<file path="src/hw/rtl/tpfa_pkg.sv">
// Shared types and constants for the trinomial fold accumulator.
// No dependencies; used by tpfa_ctrl, tpfa_datapath and the top level.
package tpfa_pkg;

  localparam int unsigned IdxW    = 12;
  localparam int unsigned IdxExtW = 14;  // holds 2*DEGREE-2 for any legal DEGREE
  localparam int unsigned CoefW   = 32;
  localparam int unsigned ResIdxW = 11;
  localparam int unsigned ModW    = 30;
  localparam int unsigned CfgIdxW = 1;
  localparam int unsigned CfgW    = 30;

  localparam logic [CfgIdxW-1:0] CfgModulus = 1'b0;
  localparam logic [CfgIdxW-1:0] CfgCenter  = 1'b1;

  localparam logic [ModW-1:0] ModulusRst = 30'd134250497;
  localparam logic            CenterRst  = 1'b1;

  localparam logic OpLoad = 1'b0;
  localparam logic OpRead = 1'b1;

  typedef struct packed {
    logic item_load;  // capture the input item
    logic mem_rd;     // read accumulator entry
    logic mem_wr;     // write back accumulator entry
    logic sel_b;      // second entry of a two-entry fold
    logic clr_wr;     // clearing pass write
    logic out_load;   // load the result register
  } cmd_t;

  typedef struct packed {
    logic in_act;    // incoming item touches the store
    logic two;       // captured item folds into two entries
    logic is_read;   // captured item is a read
    logic clr_last;  // last entry of the clearing pass
  } status_t;

endpackage

</file>
<file path="src/hw/rtl/tpfa_ctrl.sv">
// Sequencer for the fold accumulator: clearing pass, read-modify-write slots,
// result valid and input stall. Depends on tpfa_pkg.
module tpfa_ctrl (
  input  logic              clk_i,
  input  logic              rst_ni,
  input  logic              in_valid_i,
  output logic              in_stall_o,
  output logic              out_valid_o,
  input  logic              out_stall_i,
  input  tpfa_pkg::status_t status_i,
  output tpfa_pkg::cmd_t    cmd_o
);

  localparam logic [2:0] SClear = 3'd0;
  localparam logic [2:0] SIdle  = 3'd1;
  localparam logic [2:0] SRdA   = 3'd2;
  localparam logic [2:0] SWrA   = 3'd3;
  localparam logic [2:0] SRdB   = 3'd4;
  localparam logic [2:0] SWrB   = 3'd5;

  logic [2:0] state_q, state_d;
  logic       out_valid_q, out_valid_d;
  logic       out_free, wra_done, can_take, accept;

  assign out_free = !out_valid_q || !out_stall_i;
  // a read holds in its write slot until the result register is free
  assign wra_done = (state_q == SWrA) && (!status_i.is_read || out_free);
  assign can_take = (state_q == SIdle) || (wra_done && !status_i.two) || (state_q == SWrB);
  assign accept   = in_valid_i && can_take;

  always_comb begin
    state_d = state_q;
    case (state_q)
      SClear: if (status_i.clr_last) state_d = SIdle;
      SIdle:  if (accept && status_i.in_act) state_d = SRdA;
      SRdA:   state_d = SWrA;
      SWrA: begin
        if (wra_done) begin
          if (status_i.two) state_d = SRdB;
          else state_d = (accept && status_i.in_act) ? SRdA : SIdle;
        end
      end
      SRdB:   state_d = SWrB;
      SWrB:   state_d = (accept && status_i.in_act) ? SRdA : SIdle;
      default: state_d = SClear;
    endcase
  end

  always_comb begin
    cmd_o.item_load = accept;
    cmd_o.mem_rd    = (state_q == SRdA) || (state_q == SRdB);
    cmd_o.mem_wr    = wra_done || (state_q == SWrB);
    cmd_o.sel_b     = (state_q == SRdB) || (state_q == SWrB);
    cmd_o.clr_wr    = (state_q == SClear);
    cmd_o.out_load  = wra_done && status_i.is_read;
  end

  assign out_valid_d = cmd_o.out_load || (out_valid_q && out_stall_i);

  always_ff @(posedge clk_i or negedge rst_ni) begin
    if (!rst_ni) begin
      state_q     <= SClear;
      out_valid_q <= 1'b0;
    end else begin
      state_q     <= state_d;
      out_valid_q <= out_valid_d;
    end
  end

  assign in_stall_o  = !can_take;
  assign out_valid_o = out_valid_q;

endmodule

</file>
<file path="config.mk">
export PLATFORM = sky130hd
export DESIGN_NAME = tpfa_ctrl
export DESIGN_NICKNAME = d
export VERILOG_FILES = /design/src/hw/rtl/tpfa_pkg.sv /design/src/hw/rtl/tpfa_ctrl.sv
export SDC_FILE = /design/constraint.sdc
export NUM_CORES = 1
export LEC_CHECK = 0
export BUFFER_PORTS_ARGS = -buffer_cell sky130_fd_sc_hd__buf_4
export CELL_PAD_IN_SITES_DETAIL_PLACEMENT = 0
export CELL_PAD_IN_SITES_GLOBAL_PLACEMENT = 1
export CORE_AREA = 4 4 41 43
export CTS_BUF_LIST = sky130_fd_sc_hd__clkbuf_8
export CTS_CLUSTER_SIZE = 8
export DETAILED_ROUTE_END_ITERATION = 7
export DIE_AREA = 0 0 45 47
export PLACE_DENSITY = 0.75
export SLEW_MARGIN = 15
export SYNTH_ARGS = -nofsm -noshare
export SYNTH_HDL_FRONTEND = slang
export SYNTH_SLANG_ARGS = --single-unit
</file>
<file path="constraint.sdc">
create_clock -name clk_i -period 1.4 [get_ports clk_i]
set_clock_uncertainty 0.1 [all_clocks]
set_input_delay 0.14 -clock clk_i [delete_from_list [all_inputs] [get_ports clk_i]]
set_output_delay 0.14 -clock clk_i [all_outputs]
set_load 0.03 [all_outputs]
</file>
==> results of run 1 <==
==> registers in the layout, indices dropped and copies added (netlist names) <==
name / flops
state_q: 3
out_valid_o: 1
==> worst paths after layout <==
| check | end | slack, ps | depth (start not counted) |
|---|---|---|---|
| worst max-delay path | cmd_o[5] | -160 | 5 |
| worst min-delay path | state_q[1]$_DFFE_PN0P_ | 80 | 2 |
| worst max register to register | state_q[0]$_DFFE_PN0P_ | 70 | 5 |
| worst min register to register | out_valid_o$_DFF_PN0_ | 580 | 2 |
| max in group asynchronous | state_q[0]$_DFFE_PN0P_ | 940 | 2 |
| min in group asynchronous | state_q[2]$_DFFE_PN0P_ | 150 | 2 |
==> layout by cell type, fill, tap and decap left out, drive strengths merged <==
master,n
buf,24
inv,4
dfrtp,4
nor2,4
a21oi,4
nand2,3
clkbuf,3
nand2b,3
nand3,3
o22ai,2
a31oi,1
o21ai,1
nor3,1
and3,1
a22o,1
a211oi,1
a32oi,1
mux2i,1
a32o,1
a31o,1
dlygate4sd3,1
==> cells by family (layout without fill, tap and decap cells) <==
| kind of cell | after synthesis | in the layout | share of synthesized area [%] |
|---|---|---|---|
| multiplexers | 1 | 1 | 2.97 |
| buffers and inverters | 7 | 32 | 12.6 |
| flip-flops | 4 | 4 | 29.7 |
| AO/OA/AOI/OAI | 13 | 13 | 29.0 |
| AND/OR/NAND/NOR | 15 | 15 | 25.6 |
==> stage by stage <==
step / total power, uW / util, % / cell area (um2)
final: 1510 / 48.8 / 634
after global routing: 1610 / 48.8 / 634
after CTS: 1400 / 45.0 / 586
after detailed placement: 1020 / 36.5 / 475
after global placement: 1030 / 36.5 / 475
after floorplan: 796 / - / 353
==> routing by layer <==
metal | global-route usage, % | part of all wire (%) | wire length [um]
met4 | 7.02 | 2.0 | 20
met5 | 0 | 0 | 0
met1 | 11.1 | 37 | 375
met3 | 2.30 | 4.5 | 45
met2 | 16.7 | 56 | 567
==> where the power goes <==
group / switching, uW / leakage (uW) / total [uW] / internal (uW)
Clock: 63.5 / 0.0000269 / 251 / 187
Combinational: 512 / 0.000219 / 1010 / 494
Sequential: 86.8 / 0.0000482 / 255 / 168
==> worst register-to-register path: cells and delay by family, from the launching register on <==
family          cells  cell delay [ps]
mux                 1              220
flops               1              410
buf+inv             1              150
simple gates        2              150
compound gates      1              200
==> layout make-up <==
class	count	area (um2)
well taps	15	18.8
clock inverters	1	3.75
repair buffers	25	213
flip-flops and latches	4	104
fillers	142	667
inverters	3	11.3
multi-input cells	29	243
clock buffers	3	41.3
==> what timing repair did <==
item | in CTS | in global routing
setup buffers | 3 | 3
endpoints found under the setup margin | 6 | 7
gates cloned | 0 | 0
gates resized for setup | 8 | 6
endpoints found under the hold margin | 4 | 0
pin swaps | 3 | 5
hold buffers | 1 | 0
==> reports/results.tsv, run 1 <==
metric	value	unit
status	finished, violations left	
violations	negative setup slack	
dp_slack	40.9	ps
die-area	0.00212	mm2
fin_cells	80	
yosysWarnings	0	
hpwlAfterDp	664	um
clk_latency	220	ps
cts_root_buf	clkbuf_8	
end_kind	primary output	
critPathLaunch	state_q[2]$_DFFE_PN0P_	
fp.dieW	45	um
synthCells	40	
crit_arrival	1320	ps
avgSynthCellArea	8.41	um2
drv_slew	0	
ys_seq_area_share	29.7	%
grt_max_degree	13	
timing.fmax	640	MHz
htree_levels	1	
grt.overflow.total	0	
die_h	47	um
vias_per_cell	4.85	
fp-row-count	13	
grt_pass1_vias	363	
dp.cells	69	
hold_slack	80.2	ps
post-route-min-period	1560	ps
slew_headroom	84.3	%
syn_nets	48	
ant_nets	0	
hp-class	input pin to flop	
vias	388	
vdd.ir_drop.worst	1.09	mV
cp_top_family	flip-flops	
drtPass1Iterations	4	
leakagePower	0.000294	uW
rsz0062_at_grt	true	
clkTransAtPathRegs	30	ps
worst_setup_path_start_kind	flop	
netlist.area_leader.share	29.7	%
wl	1.01	mm
synthTopCellsByCount	a21oi_1 (4), dfrtp_1 (4), inv_1 (3), nand2_1 (3), nor2_1 (3)	
ys_types	24	
cp.required	1160	ps
clock_path_buffers	2	
drive_gt1_share	64.6	%
setup-tns-final	-404	ps
synth_ff_type	dfrtp_1	
cts_tree	built	
drtIter0Drc	4	
cpPeakStageDelay	410	ps
p_per_area	2380	mW/mm2
grt_pass1_wl	1.49	mm
syn-cell-area	337	um2
synth_area_leader_cell	dfrtp_1	
core_area	0.00130	mm2
crit_type	flop to primary output	
ios	16	
antenna_found_initial	0	
max_cap_viol_count	0	
synth-edff-count	0	
drcViolationCount	0	
syn2layout_area_growth	88.5	%
hold_viol_final	0	
tightest_slew	235	ps
path_cells	a31oi_4 > inv_2 > o21ai_2 > and3_4 > buf_6	
path_max_fanout	3	
start_util	25.9	%
numClockSinks	4	
cts_made_buffers	3	
path_buf_inv	2	
nets	74	
gp_congestion	0.722	
setup_slack	-163	ps
cpMaxStageDelayCell	dfrtp_1	
avgRoutedWirePerCell	12.6	um
grt_usage	9.93	%
hp-start	status_i[3]	
final.period_utilization	112	%
yosys-top-cells-area	dfrtp_1 (30%), a21oi_1 (5.9%), buf_4 (4.5%), nand2b_4 (4.1%), a31oi_2 (3.7%)	
rr_startpoint	out_valid_o$_DFF_PN0_	
synth-seq-cells	4	
diodes	0	
setup_viol	5	
synth-async-reset-ratio	100	%
port_buffers	15	
(Power assumes the default switching activity.)
==> run 2: changes to the inputs <==
--- a/config.mk
+++ b/config.mk
@@ -14,6 +14,7 @@
 export DETAILED_ROUTE_END_ITERATION = 7
 export DIE_AREA = 0 0 45 47
 export PLACE_DENSITY = 0.75
+export SETUP_SLACK_MARGIN = 0.1
 export SLEW_MARGIN = 15
 export SYNTH_ARGS = -nofsm -noshare
 export SYNTH_HDL_FRONTEND = slang
==> run 2 against run 1 <==
Compared with the run above:
- the flow still finishes with violations (negative setup slack)
- non-clock buffer count up 8
- fmax is 2.7% higher
- wire length is 3.7% higher
- die area stayed put
- critical path depth did not move
- sequential share of layout area fell by 2.6 points
==> reports/results.tsv, run 2 (synthesis results as in run 1) <==
metric	value	unit
status	finished, violations left	
violations	negative setup slack	
rsz0062_at_grt	true	
pwr-share-clk	14.1	%
start_util	25.9	%
antenna_found_initial	0	
hold_viol_final	0	
top_register	state_q	
p_sw_share	41.8	%
path_max_fanout	3	
gp_congestion	0.789	
setup-tns-final	-269	ps
fill_cells	128	
grt_max_degree	7	
ios	16	
grt_pass1_wl	1.52	mm
pwr-share-comb	73.0	%
core_area	0.00130	mm2
cts_tree	built	
critPathLaunch	state_q[2]$_DFFE_PN0P_	
avgRoutedWirePerCell	11.9	um
finalPower	1770	uW
diodes	0	
cts_root_buf	clkbuf_8	
hp-class	input pin to flop	
final.period_utilization	109	%
drive_gt1_share	74.0	%
end_kind	primary output	
die_h	47	um
largest_reg_flops	3	
dp.cells	71	
hp-start	in_valid_i	
post-route-min-period	1520	ps
switchingPower	740	uW
grt.overflow.total	0	
hold_slack	80.8	ps
drtIter0Drc	7	
clock_path_buffers	2	
final_common_cell	buf_4	
rr_startpoint	state_q[1]$_DFFE_PN0P_	
p_seq_share	12.9	%
setup_viol	5	
max_cap_viol_count	0	
vias_per_cell	4.67	
numClockSinks	4	
intPower	1030	uW
p_per_area	2330	mW/mm2
worst_setup_path_start_kind	flop	
clkTransAtPathRegs	30	ps
grt_pass1_vias	360	
seq_area	105	um2
vias	411	
leakagePower	0.000340	uW
nets	82	
htree_levels	1	
fp.dieW	45	um
die-area	0.00212	mm2
timing.fmax	657	MHz
clk_latency	220	ps
hpwlAfterDp	704	um
vdd.ir_drop.worst	1.46	mV
wl	1.05	mm
drcViolationCount	0	
multiInputGateArea	275	um2
port_buffers	15	
tightest_slew	179	ps
drv_slew	0	
syn2layout_area_growth	126	%
fin_cells	88	
cp.required	1160	ps
most-common-layout-cells	buf_4 (18), buf_6 (14), dfrtp_2 (4), nand2_1 (3), clkbuf_8 (3)	
slew_headroom	88.0	%
fp-row-count	13	
drtPass1Iterations	3	
setup_slack	-121	ps
final_util	58.6	%
grt_usage	10.4	%
cts_made_buffers	3	
crit_type	flop to primary output	
crit_arrival	1280	ps
ant_nets	0	
==> run 2: power groups by stage <==
stage	Combinational [uW]	Clock, uW	Sequential, uW
2_1_floorplan	607	0	212
3_3_place_gp	825	0	236
3_5_place_dp	828	0	236
4_1_cts	1020	261	230
5_1_grt	1380	271	236
6_report	1290	250	229
==> run 2: per-layer routing <==
layer  part of all wire, %  global-route usage (%)  vias to the layer above
li1                      -                       -                      207
met1                    42                    11.8                      192
met2                    51                    16.4                       10
met3                   4.4                    2.68                        2
met4                   2.1                    8.77                        0
met5                     0                       0                        -
==> run 2: path summary, 6_finish.rpt <==
check                      slack, ps  depth (start not counted)                     end
max                             -120                          5                cmd_o[5]
min in group asynchronous        150                          2  state_q[2]$_DFFE_PN0P_
min reg2reg                      560                          2   out_valid_o$_DFF_PN0_
max reg2reg                       80                          5  state_q[0]$_DFFE_PN0P_
min                               80                          2  state_q[1]$_DFFE_PN0P_
max in group asynchronous        930                          2  state_q[1]$_DFFE_PN0P_
==> run 2: critical path: stages (launching register included) <==
cell	delay [ps]
dfrtp_2	430
a31oi_4	160
inv_2	60
o21ai_2	110
and3_1	170
buf_6	130
==> run 2: cell type report <==
type,count,area share [%]
Sequential cell,4,13.8
Multi-Input combinational cell,29,36.1
Timing Repair Buffer,33,39.7
Clock inverter,1,0.493
Tap cell,15,2.46
Inverter,3,1.97
Clock buffer,3,5.42
==> run 2: stage by stage <==
| stage | cell area [um2] | setup WS [ps] |
|---|---|---|
| floorplan | 364 | 29.0 |
| detailed placement | 494 | 66.1 |
| finish | 762 | -121 |
| global placement | 494 | 71.8 |
| CTS | 637 | -126 |
| global route | 762 | -171 |
==> run 2: what timing repair did <==
| action | CTS | global route |
|---|---|---|
| resized for setup | 14 | 14 |
| buffers inserted | 4 | 8 |
| pin swaps | 4 | 7 |
| hold buffers | 1 | 0 |
| endpoints found under the hold margin | 4 | 0 |
| setup endpoints to repair | 7 | 9 |
